## src/hw/rtl/cmt_pkg.sv

```systemverilog
// ---------------------------------------------------------------------------
// cmt_pkg
// Shared types and constants for the consist member table.
// ---------------------------------------------------------------------------
package cmt_pkg;

    localparam int ID_W        = 48;
    localparam int FLAG_W      = 8;
    localparam int POS_W       = 8;
    localparam int IDX_W       = 8;
    localparam int CNT_W       = 8;
    localparam int COUNT_OUT_W = 4;
    localparam int COUNT_MAX   = 15;

    typedef enum logic [1:0] {
        KIND_ATTACH  = 2'd0,
        KIND_DETACH  = 2'd1,
        KIND_COUNT   = 2'd2,
        KIND_INDEXED = 2'd3
    } kind_t;

    typedef enum logic [1:0] {
        ST_OK        = 2'd0,
        ST_EXISTS    = 2'd1,
        ST_NOT_FOUND = 2'd2
    } status_t;

    typedef enum logic [1:0] {
        S_IDLE,
        S_SCAN,
        S_HOLD
    } state_t;

    typedef struct packed {
        logic                valid;
        kind_t               kind;
        logic [ID_W-1:0]     target;
        logic [FLAG_W-1:0]   flags;
        logic [POS_W-1:0]    pos;
        logic [CNT_W-1:0]    seen;
        logic                match_hit;
        logic [IDX_W-1:0]    match_idx;
        logic                empty_hit;
        logic [IDX_W-1:0]    empty_idx;
        logic                nth_hit;
        logic [ID_W-1:0]     nth_id;
        logic [FLAG_W-1:0]   nth_flags;
    } ctx_t;

    typedef struct packed {
        logic                en;
        logic [IDX_W-1:0]    idx;
        logic [ID_W-1:0]     id;
        logic [FLAG_W-1:0]   flags;
    } wr_t;

    typedef struct packed {
        status_t                 status;
        logic [COUNT_OUT_W-1:0]  member_count;
        logic                    entry_valid;
        logic [POS_W-1:0]        entry_position;
        logic [FLAG_W-1:0]       entry_flags;
        logic [ID_W-1:0]         entry_node_id;
    } rsp_t;

endpackage

```

## src/hw/rtl/cmt_if.sv

```systemverilog
// ---------------------------------------------------------------------------
// cmt_if
// Request, response and configuration channels of the consist member table.
// ---------------------------------------------------------------------------
interface cmt_req_if;
    logic                     valid;
    logic                     ready;
    logic [1:0]               kind;
    logic [cmt_pkg::ID_W-1:0] target_node_id;
    logic [7:0]               member_flags;
    logic [7:0]               query_position;

    modport source (output valid, kind, target_node_id, member_flags, query_position,
                    input ready);
    modport sink   (input valid, kind, target_node_id, member_flags, query_position,
                    output ready);
endinterface

interface cmt_rsp_if;
    logic                     valid;
    logic                     ready;
    logic [1:0]               status;
    logic [3:0]               member_count;
    logic                     entry_valid;
    logic [7:0]               entry_position;
    logic [7:0]               entry_flags;
    logic [cmt_pkg::ID_W-1:0] entry_node_id;

    modport source (output valid, status, member_count, entry_valid, entry_position,
                    entry_flags, entry_node_id, input ready);
    modport sink   (input valid, status, member_count, entry_valid, entry_position,
                    entry_flags, entry_node_id, output ready);
endinterface

interface cmt_cfg_if;
    logic                     valid;
    logic                     ready;
    logic [cmt_pkg::ID_W-1:0] own_node_id;

    modport source (output valid, own_node_id, input ready);
    modport sink   (input valid, own_node_id, output ready);
endinterface

```

## src/hw/rtl/consist_member_table.sv

```systemverilog
// The scan context walks the row of slot cells one cell per cycle, and one request is
// in flight at a time.
// A finished response waits in its output register while the next request is taken.
// Reset (rst_n low, asynchronous): every slot empty, own node ID zero, no response.
// ---------------------------------------------------------------------------
// consist_member_table
// Fixed table of consist members, scanned by a context passed along a row of
// slot cells; attach, detach, count and indexed query requests.
// ---------------------------------------------------------------------------
module consist_member_table #(
    parameter int TABLE_SLOTS = 8
) (
    input  logic      clk,
    input  logic      rst_n,
    cmt_req_if.sink   req,
    cmt_rsp_if.source rsp,
    cmt_cfg_if.sink   cfg
);
    import cmt_pkg::*;

    logic [ID_W-1:0] own_reg;
    ctx_t            chain [0:TABLE_SLOTS];
    wr_t             wr;
    rsp_t            rsp_data;

    assign cfg.ready = 1'b1;

    always_ff @(posedge clk or negedge rst_n)
    begin
        if (!rst_n)
        begin
            own_reg <= '0;
        end
        else if (cfg.valid)
        begin
            own_reg <= cfg.own_node_id;
        end
    end

    cmt_ctrl u_ctrl (
        .clk         (clk),
        .rst_n       (rst_n),
        .req_valid   (req.valid),
        .req_ready   (req.ready),
        .req_kind    (req.kind),
        .req_target  (req.target_node_id),
        .req_flags   (req.member_flags),
        .req_pos     (req.query_position),
        .own_node_id (own_reg),
        .tail        (chain[TABLE_SLOTS]),
        .head        (chain[0]),
        .wr          (wr),
        .rsp_valid   (rsp.valid),
        .rsp_ready   (rsp.ready),
        .rsp         (rsp_data)
    );

    for (genvar i = 0; i < TABLE_SLOTS; i++)
    begin : g_cell
        cmt_cell #(
            .CELL_IDX (i)
        ) u_cell (
            .clk     (clk),
            .rst_n   (rst_n),
            .ctx_in  (chain[i]),
            .wr      (wr),
            .ctx_out (chain[i+1])
        );
    end

    assign rsp.status         = rsp_data.status;
    assign rsp.member_count   = rsp_data.member_count;
    assign rsp.entry_valid    = rsp_data.entry_valid;
    assign rsp.entry_position = rsp_data.entry_position;
    assign rsp.entry_flags    = rsp_data.entry_flags;
    assign rsp.entry_node_id  = rsp_data.entry_node_id;

endmodule

```

## src/hw/rtl/cmt_cell.sv

```systemverilog
// ---------------------------------------------------------------------------
// cmt_cell
// One table slot: holds a member ID and flag byte, folds its slot into the
// passing scan context and registers the context for the next cell.
// ---------------------------------------------------------------------------
module cmt_cell #(
    parameter int CELL_IDX = 0
) (
    input  logic          clk,
    input  logic          rst_n,
    input  cmt_pkg::ctx_t ctx_in,
    input  cmt_pkg::wr_t  wr,
    output cmt_pkg::ctx_t ctx_out
);
    import cmt_pkg::*;

    localparam logic [IDX_W-1:0] MY_IDX = IDX_W'(CELL_IDX);

    logic [ID_W-1:0]   id_reg;
    logic [FLAG_W-1:0] flags_reg;
    ctx_t              ctx_reg;
    ctx_t              ctx_next;
    logic              occupied;

    assign occupied = (id_reg != '0);

    always_comb
    begin
        ctx_next = ctx_in;
        if (!ctx_in.match_hit && (id_reg == ctx_in.target))
        begin
            ctx_next.match_hit = 1'b1;
            ctx_next.match_idx = MY_IDX;
        end
        if (!ctx_in.empty_hit && !occupied)
        begin
            ctx_next.empty_hit = 1'b1;
            ctx_next.empty_idx = MY_IDX;
        end
        if (occupied && !ctx_in.nth_hit && (ctx_in.seen == ctx_in.pos))
        begin
            ctx_next.nth_hit   = 1'b1;
            ctx_next.nth_id    = id_reg;
            ctx_next.nth_flags = flags_reg;
        end
        if (occupied)
        begin
            ctx_next.seen = ctx_in.seen + CNT_W'(1);
        end
    end

    always_ff @(posedge clk or negedge rst_n)
    begin
        if (!rst_n)
        begin
            id_reg    <= '0;
            flags_reg <= '0;
            ctx_reg   <= '0;
        end
        else
        begin
            ctx_reg <= ctx_next;
            if (wr.en && (wr.idx == MY_IDX))
            begin
                id_reg    <= wr.id;
                flags_reg <= wr.flags;
            end
        end
    end

    assign ctx_out = ctx_reg;

endmodule

```

## src/hw/rtl/cmt_ctrl.sv

```systemverilog
// ---------------------------------------------------------------------------
// cmt_ctrl
// Request sequencer: launches a scan context into the cell row, decides the
// table update from the context at the tail and holds the response.
// ---------------------------------------------------------------------------
module cmt_ctrl (
    input  logic                       clk,
    input  logic                       rst_n,
    input  logic                       req_valid,
    output logic                       req_ready,
    input  logic [1:0]                 req_kind,
    input  logic [cmt_pkg::ID_W-1:0]   req_target,
    input  logic [cmt_pkg::FLAG_W-1:0] req_flags,
    input  logic [cmt_pkg::POS_W-1:0]  req_pos,
    input  logic [cmt_pkg::ID_W-1:0]   own_node_id,
    input  cmt_pkg::ctx_t              tail,
    output cmt_pkg::ctx_t              head,
    output cmt_pkg::wr_t               wr,
    output logic                       rsp_valid,
    input  logic                       rsp_ready,
    output cmt_pkg::rsp_t              rsp
);
    import cmt_pkg::*;

    state_t state_reg;
    state_t state_next;
    ctx_t   head_reg;
    ctx_t   head_next;
    rsp_t   hold_reg;
    rsp_t   hold_next;
    rsp_t   out_reg;
    rsp_t   out_next;
    logic   out_valid_reg;
    logic   out_valid_next;
    rsp_t   res_calc;
    wr_t    wr_calc;
    logic   out_free;

    always_comb
    begin
        logic             insert;
        logic             remove;
        logic [CNT_W-1:0] cnt_sum;
        res_calc = '0;
        wr_calc  = '0;
        insert   = 1'b0;
        remove   = 1'b0;
        unique case (tail.kind)
            KIND_ATTACH:
            begin
                res_calc.entry_node_id = tail.target;
                if (tail.target == own_node_id)
                begin
                    res_calc.status = ST_EXISTS;
                end
                else if (tail.target != '0)
                begin
                    if (tail.match_hit)
                    begin
                        wr_calc.en    = 1'b1;
                        wr_calc.idx   = tail.match_idx;
                        wr_calc.id    = tail.target;
                        wr_calc.flags = tail.flags;
                    end
                    else if (tail.empty_hit)
                    begin
                        wr_calc.en    = 1'b1;
                        wr_calc.idx   = tail.empty_idx;
                        wr_calc.id    = tail.target;
                        wr_calc.flags = tail.flags;
                        insert        = 1'b1;
                    end
                    else
                    begin
                        res_calc.status = ST_EXISTS;
                    end
                end
            end
            KIND_DETACH:
            begin
                res_calc.entry_node_id = tail.target;
                if (tail.target != '0)
                begin
                    if (tail.match_hit)
                    begin
                        wr_calc.en  = 1'b1;
                        wr_calc.idx = tail.match_idx;
                        remove      = 1'b1;
                    end
                    else
                    begin
                        res_calc.status = ST_NOT_FOUND;
                    end
                end
            end
            KIND_COUNT:
            begin
            end
            KIND_INDEXED:
            begin
                res_calc.entry_position = tail.pos;
                if (tail.nth_hit)
                begin
                    res_calc.entry_valid   = 1'b1;
                    res_calc.entry_flags   = tail.nth_flags;
                    res_calc.entry_node_id = tail.nth_id;
                end
            end
            default:
            begin
            end
        endcase
        cnt_sum = tail.seen + CNT_W'(insert) - CNT_W'(remove);
        res_calc.member_count = (cnt_sum > CNT_W'(COUNT_MAX)) ?
                                COUNT_OUT_W'(COUNT_MAX) : cnt_sum[COUNT_OUT_W-1:0];
    end

    assign out_free = !out_valid_reg || rsp_ready;

    always_comb
    begin
        state_next     = state_reg;
        req_ready      = 1'b0;
        head_next      = '0;
        hold_next      = hold_reg;
        out_next       = out_reg;
        out_valid_next = out_valid_reg;
        wr             = '0;
        if (out_valid_reg && rsp_ready)
        begin
            out_valid_next = 1'b0;
        end
        unique case (state_reg)
            S_IDLE:
            begin
                req_ready = 1'b1;
                if (req_valid)
                begin
                    head_next.valid  = 1'b1;
                    head_next.kind   = kind_t'(req_kind);
                    head_next.target = req_target;
                    head_next.flags  = req_flags;
                    head_next.pos    = req_pos;
                    state_next       = S_SCAN;
                end
            end
            S_SCAN:
            begin
                if (tail.valid)
                begin
                    wr = wr_calc;
                    if (out_free)
                    begin
                        out_next       = res_calc;
                        out_valid_next = 1'b1;
                        state_next     = S_IDLE;
                    end
                    else
                    begin
                        hold_next  = res_calc;
                        state_next = S_HOLD;
                    end
                end
            end
            S_HOLD:
            begin
                if (out_free)
                begin
                    out_next       = hold_reg;
                    out_valid_next = 1'b1;
                    state_next     = S_IDLE;
                end
            end
            default:
            begin
                state_next = S_IDLE;
            end
        endcase
    end

    always_ff @(posedge clk or negedge rst_n)
    begin
        if (!rst_n)
        begin
            state_reg     <= S_IDLE;
            head_reg      <= '0;
            out_valid_reg <= 1'b0;
        end
        else
        begin
            state_reg     <= state_next;
            head_reg      <= head_next;
            out_valid_reg <= out_valid_next;
        end
    end

    always_ff @(posedge clk)
    begin
        hold_reg <= hold_next;
        out_reg  <= out_next;
    end

    assign head      = head_reg;
    assign rsp_valid = out_valid_reg;
    assign rsp       = out_reg;

endmodule

```

## src/flat_wrapper.sv

```systemverilog
// flat-port wrapper written by rule: the top's interface ports become plain ports
module consist_member_table_flat import cmt_pkg::*;
#(
    parameter int TABLE_SLOTS = 8
)
  (clk, rst_n, req_valid, req_kind, req_target_node_id, req_member_flags, req_query_position, req_ready, rsp_valid, rsp_status, rsp_member_count, rsp_entry_valid, rsp_entry_position, rsp_entry_flags, rsp_entry_node_id, rsp_ready, cfg_valid, cfg_own_node_id, cfg_ready);
  cmt_req_if req_i ();
  cmt_rsp_if rsp_i ();
  cmt_cfg_if cfg_i ();
  input  logic clk;
  input  logic rst_n;
  input wire logic [$bits(req_i.valid)-1:0] req_valid;
  input wire logic [$bits(req_i.kind)-1:0] req_kind;
  input wire logic [$bits(req_i.target_node_id)-1:0] req_target_node_id;
  input wire logic [$bits(req_i.member_flags)-1:0] req_member_flags;
  input wire logic [$bits(req_i.query_position)-1:0] req_query_position;
  output wire logic [$bits(req_i.ready)-1:0] req_ready;
  output wire logic [$bits(rsp_i.valid)-1:0] rsp_valid;
  output wire logic [$bits(rsp_i.status)-1:0] rsp_status;
  output wire logic [$bits(rsp_i.member_count)-1:0] rsp_member_count;
  output wire logic [$bits(rsp_i.entry_valid)-1:0] rsp_entry_valid;
  output wire logic [$bits(rsp_i.entry_position)-1:0] rsp_entry_position;
  output wire logic [$bits(rsp_i.entry_flags)-1:0] rsp_entry_flags;
  output wire logic [$bits(rsp_i.entry_node_id)-1:0] rsp_entry_node_id;
  input wire logic [$bits(rsp_i.ready)-1:0] rsp_ready;
  input wire logic [$bits(cfg_i.valid)-1:0] cfg_valid;
  input wire logic [$bits(cfg_i.own_node_id)-1:0] cfg_own_node_id;
  output wire logic [$bits(cfg_i.ready)-1:0] cfg_ready;
  assign req_i.valid = req_valid;
  assign req_i.kind = req_kind;
  assign req_i.target_node_id = req_target_node_id;
  assign req_i.member_flags = req_member_flags;
  assign req_i.query_position = req_query_position;
  assign req_ready = req_i.ready;
  assign rsp_valid = rsp_i.valid;
  assign rsp_status = rsp_i.status;
  assign rsp_member_count = rsp_i.member_count;
  assign rsp_entry_valid = rsp_i.entry_valid;
  assign rsp_entry_position = rsp_i.entry_position;
  assign rsp_entry_flags = rsp_i.entry_flags;
  assign rsp_entry_node_id = rsp_i.entry_node_id;
  assign rsp_i.ready = rsp_ready;
  assign cfg_i.valid = cfg_valid;
  assign cfg_i.own_node_id = cfg_own_node_id;
  assign cfg_ready = cfg_i.ready;
  consist_member_table #(.TABLE_SLOTS(TABLE_SLOTS)) u_core (.clk(clk), .rst_n(rst_n), .req(req_i), .rsp(rsp_i), .cfg(cfg_i));
endmodule
```

## config.mk

```make
export PLATFORM = sky130hd
export DESIGN_NAME = consist_member_table_flat
export DESIGN_NICKNAME = d
export VERILOG_FILES = /design/src/hw/rtl/cmt_pkg.sv /design/src/hw/rtl/cmt_if.sv /design/src/hw/rtl/consist_member_table.sv /design/src/hw/rtl/cmt_cell.sv /design/src/hw/rtl/cmt_ctrl.sv /design/src/flat_wrapper.sv
export SDC_FILE = /design/constraint.sdc
export NUM_CORES = 2
export LEC_CHECK = 0
export BUFFER_PORTS_ARGS = -buffer_cell sky130_fd_sc_hd__buf_2
export CORE_MARGIN = 5
export CORE_UTILIZATION = 35
export DETAILED_ROUTE_END_ITERATION = 10
export PLACE_DENSITY_LB_ADDON = 0.15
export SLEW_MARGIN = 10
export SYNTH_ARGS = -nofsm -noshare
export SYNTH_HDL_FRONTEND = slang
export SYNTH_SLANG_ARGS = --single-unit
```

## constraint.sdc

```tcl
create_clock -name clk -period 4.8 [get_ports clk]
set_input_delay 1.2 -clock clk [delete_from_list [all_inputs] [get_ports clk]]
set_output_delay 1.2 -clock clk [all_outputs]
set_load 0.05 [all_outputs]
```

==> results.md <==
* Endpoints failing hold at 0
* P&R area growth vs syn at 16.5%
* Buffers inserted by post-CTS timing repair at 0
* Clock power frac at 39.9%
* Sequential power share at 46.6%
* Critical path's slowest cell: sky130_fd_sc_hd__or4_1
* ANT nets after route at 0
* Chip height at between 400 and 500 um
* Highest metal layer with signal wires: met5
* CP Class: reg -> reg
* TritonCTS buffer count at ~190
* Shortest clock period the worst path allows after layout at between 4000 and 5000 ps
* Sum of negative setup slack at 0 ps
* Synthesized instance count at 4307
* Final count of negative-setup-slack endpoints at 0
* Horiz. Die Dim at 449 um
* Proportion of power drawn by combinational gates at 13.6%
* Worst rel slew slack at 29.6%
* Highest-count cells in the layout ignoring fill and taps: sky130_fd_sc_hd__dfrtp_1, sky130_fd_sc_hd__mux2_2, sky130_fd_sc_hd__xnor2_1
* Worst-Margin Slew at between 1000 and 1500 ps
* Data required time of the worst path at 5340 ps
* Clock insertion delay at the later pin of the skew report at about 810 ps
* Via count normalized by instance count at 4.66
* Total power consumption of the routed design at 0.0386 W
* Share of post-route cells with drive strength above 1 at 32.6%
* HPWL Detailed at between 100000 and 150000 um
* Vias at 34.1k
* Top flip-flop cell by instance count after synthesis: sky130_fd_sc_hd__dfrtp_1
* Synthesized netlist net count at 4445
* Total die area at 0.201 mm2
* TritonCTS clock tree: done
* Vias in the first global route at ~37k
* Endpoint class of the critical path: flip-flop
* Starting density of the core at between 30% and 40%
* Syn. warnings at 0
* Number of library cell types mapped by synthesis at 53
* Most common cell after layout, fill and taps aside: sky130_fd_sc_hd__dfrtp_1
* Count of port buffers added during placement at 191
* Met2 wirelength from detailed routing at 75000 um
* Reg-to-reg slack, setup at approximately 290 ps
* Net switching power of the design at between 0.01 and 0.015 W
* Total global-route track usage at a little under a fifth
* Routed wl met3 at 5780 um
* Drt wl/cell at 25.2 um
* Worst hold-check path type: in -> async
* Count of boundary I/O pins at about 190
* Met1 WL at 94600 um
* Global-route wire length before repair at approximately 270000 um
* Initial antenna violation count at 8
* Number of rows in the core area at 161
* Worst path max stage delay at 560 ps
* Number of flops mapped to enable cells by yosys at 142
* Setup clock skew after layout at slightly above 30 ps
* Final Cycle Share at between 90% and 100%
* Worst supply voltage drop on vdd at 0.000411 V
* Hold bufs inserted after CTS at 0
* Number of gates resized after CTS at 0
* H-tree depth at 4
* Maximum root-to-sink buffer count at 3
* Placed cells at 6945
* Number of maximum-capacitance constraint violations at 0
* Placeable core region at between 0.15 and 0.2 mm2
* Number of sinks handled by clock tree synthesis at roughly 1.8k
* Cell chosen for the clock root: sky130_fd_sc_hd__clkbuf_16
* TritonRoute pass-1 iters at 5
* Final cell count without fillers at 7313
* Worst-path fanout max at 5
* Leak pwr at 38.0 nW
* Detailed-route wire length at approximately 180000 um
* Internal power at ~0.028 W
* Register area share after synthesis at 67.4%
* Post-synthesis sequential element count at around 1.8k
* GRT Residual Overflow at 0
* Final max-slew violation count at 0
* FFs w/ async S/R, synth at approximately 90%
* RSZ-0062 raised after global routing: no
* DRC at 0
* FMAX at 222 MHz
* PD cells at 492 mW/mm2
* Flip-flop count of the largest register after layout at 1078
* Sw Share at 28.1%
* Run status: completed
* DR iter-0 viols at 2187
* Nets at 4750
* Crit path launch type: flip-flop
* Maximum number of pins on one net before global-route repair at 144
* Data arrival, critical path at 5050 ps
* Synthesized area divided by synthesized cell count at 15.6 um2
* Series of cell instances along the critical path: nor4_1 > buf_4 > nand4_1 > nor3_2 > nand3b_2 > inv_2 > ha_1 > inv_1 > ha_1 > fa_1 > a21oi_1 > nor2_1 > nor2_1 > xnor2_1 > or4_1 > o31a_1
* Placer congestion estimate at a little under 0.9
* Register clock-pin slew on the reported worst setup and hold paths at 60 ps
* Post-synth design cell area at 0.0673 mm2
-- cell usage after synthesis, types with 65 or more instances --
cell type / instances / share of area [%]
sky130_fd_sc_hd__nor4_1: 171 / 1.6
sky130_fd_sc_hd__xor2_1: 112 / 1.5
sky130_fd_sc_hd__mux2_1: 92 / 1.5
sky130_fd_sc_hd__buf_2: 70 / 0.52
sky130_fd_sc_hd__nand4_1: 125 / 1.2
sky130_fd_sc_hd__and2_1: 122 / 1.1
sky130_fd_sc_hd__mux2_4: 148 / 3.3
sky130_fd_sc_hd__dfrtp_1: 1644 / 61
sky130_fd_sc_hd__mux2_2: 721 / 12
sky130_fd_sc_hd__xnor2_1: 376 / 4.9
sky130_fd_sc_hd__edfxtp_1: 142 / 6.3
sky130_fd_sc_hd__and3_1: 78 / 0.72
sky130_fd_sc_hd__clkbuf_1: 88 / 0.49
sky130_fd_sc_hd__inv_1: 65 / 0.36
-- cell families (layout without fill, tap and decap cells) --
logic type      count (synthesis)  after routing  share of synthesized area (%)
buf+inv                       271            739                           2.01
xor+xnor                      488            488                           6.35
fa+ha+maj                      19             19                          0.364
simple gates                  700            700                           6.19
flops                        1786           1786                           67.4
mux                           961            961                           16.9
other cells                     1             13                        0.00557
compound gates                 81             81                          0.730
-- metrics by stage --
stage          area (um2)  hold slack, ps  util [%]  setup slack (ps)
2_1_floorplan       67300             331         -              1150
3_3_place_gp        71700             334      37.4               270
3_5_place_dp        71700             335      37.4               306
4_1_cts             78400             343      40.8               249
5_1_grt             78400             342      40.8               176
6_report            78400             338      40.9               289
-- layout make-up --
class / instances / area, um2
antenna: 12 / 30.0
clock buffer: 284 / 5750
clock inverter: 72 / 937
fill: 17600 / 114000
inverter: 67 / 251
multi-input combinational: 2250 / 20700
sequential: 1786 / 45400
tap: 2526 / 3160
timing repair buffer: 316 / 2220
-- worst paths after layout --
| path | start | cells after the start | to |
|---|---|---|---|
| min in group clk | u_core.g_cell[3].u_cell.ctx_out[98] | 0 | u_core.g_cell[4].u_cell.ctx_out[98] |
| min reg2reg | u_core.g_cell[3].u_cell.ctx_out[98] | 0 | u_core.g_cell[4].u_cell.ctx_out[98] |
| max in group asynchronous | rst_n | 2 | u_core.g_cell[1].u_cell.ctx_out[128] |
| max reg2reg | u_core.g_cell[7].u_cell.ctx_out[139] | 16 | u_core.u_ctrl.rsp[68] |
| max | u_core.g_cell[7].u_cell.ctx_out[139] | 16 | u_core.u_ctrl.rsp[68] |
| min | rst_n | 1 | u_core.g_cell[0].u_cell.ctx_out[94] |
-- power groups by stage --
| stage | clock [W] | sequential (W) | combinational, W |
|---|---|---|---|
| 2_1_floorplan | 0 | 0.0188 | 0.00218 |
| 3_3_place_gp | 0 | 0.0182 | 0.00535 |
| 3_5_place_dp | 0 | 0.0183 | 0.00535 |
| 4_1_cts | 0.0158 | 0.0180 | 0.00538 |
| 5_1_grt | 0.0164 | 0.0182 | 0.00559 |
| 6_report | 0.0154 | 0.0180 | 0.00523 |
-- worst max-delay path: cells and delay by family (launching register included) --
| family | cells | cell delay (ps) |
|---|---|---|
| and+or+nand+nor | 7 | 1990 |
| xor gates and xnor gates | 1 | 90 |
| buffers and inverters | 3 | 290 |
| adders and majority gates | 3 | 930 |
| AOI/OAI and AO/OA | 2 | 470 |
| DFF | 1 | 470 |
-- layer usage --
layer | global-route usage, % | up-vias
met5 | 0 | -
met4 | 8.34 | 2
met3 | 2.53 | 321
met2 | 25.2 | 701
met1 | 28.4 | 17400
li1 | - | 15600
No activity file was read; power rests on OpenSTA's default activity.
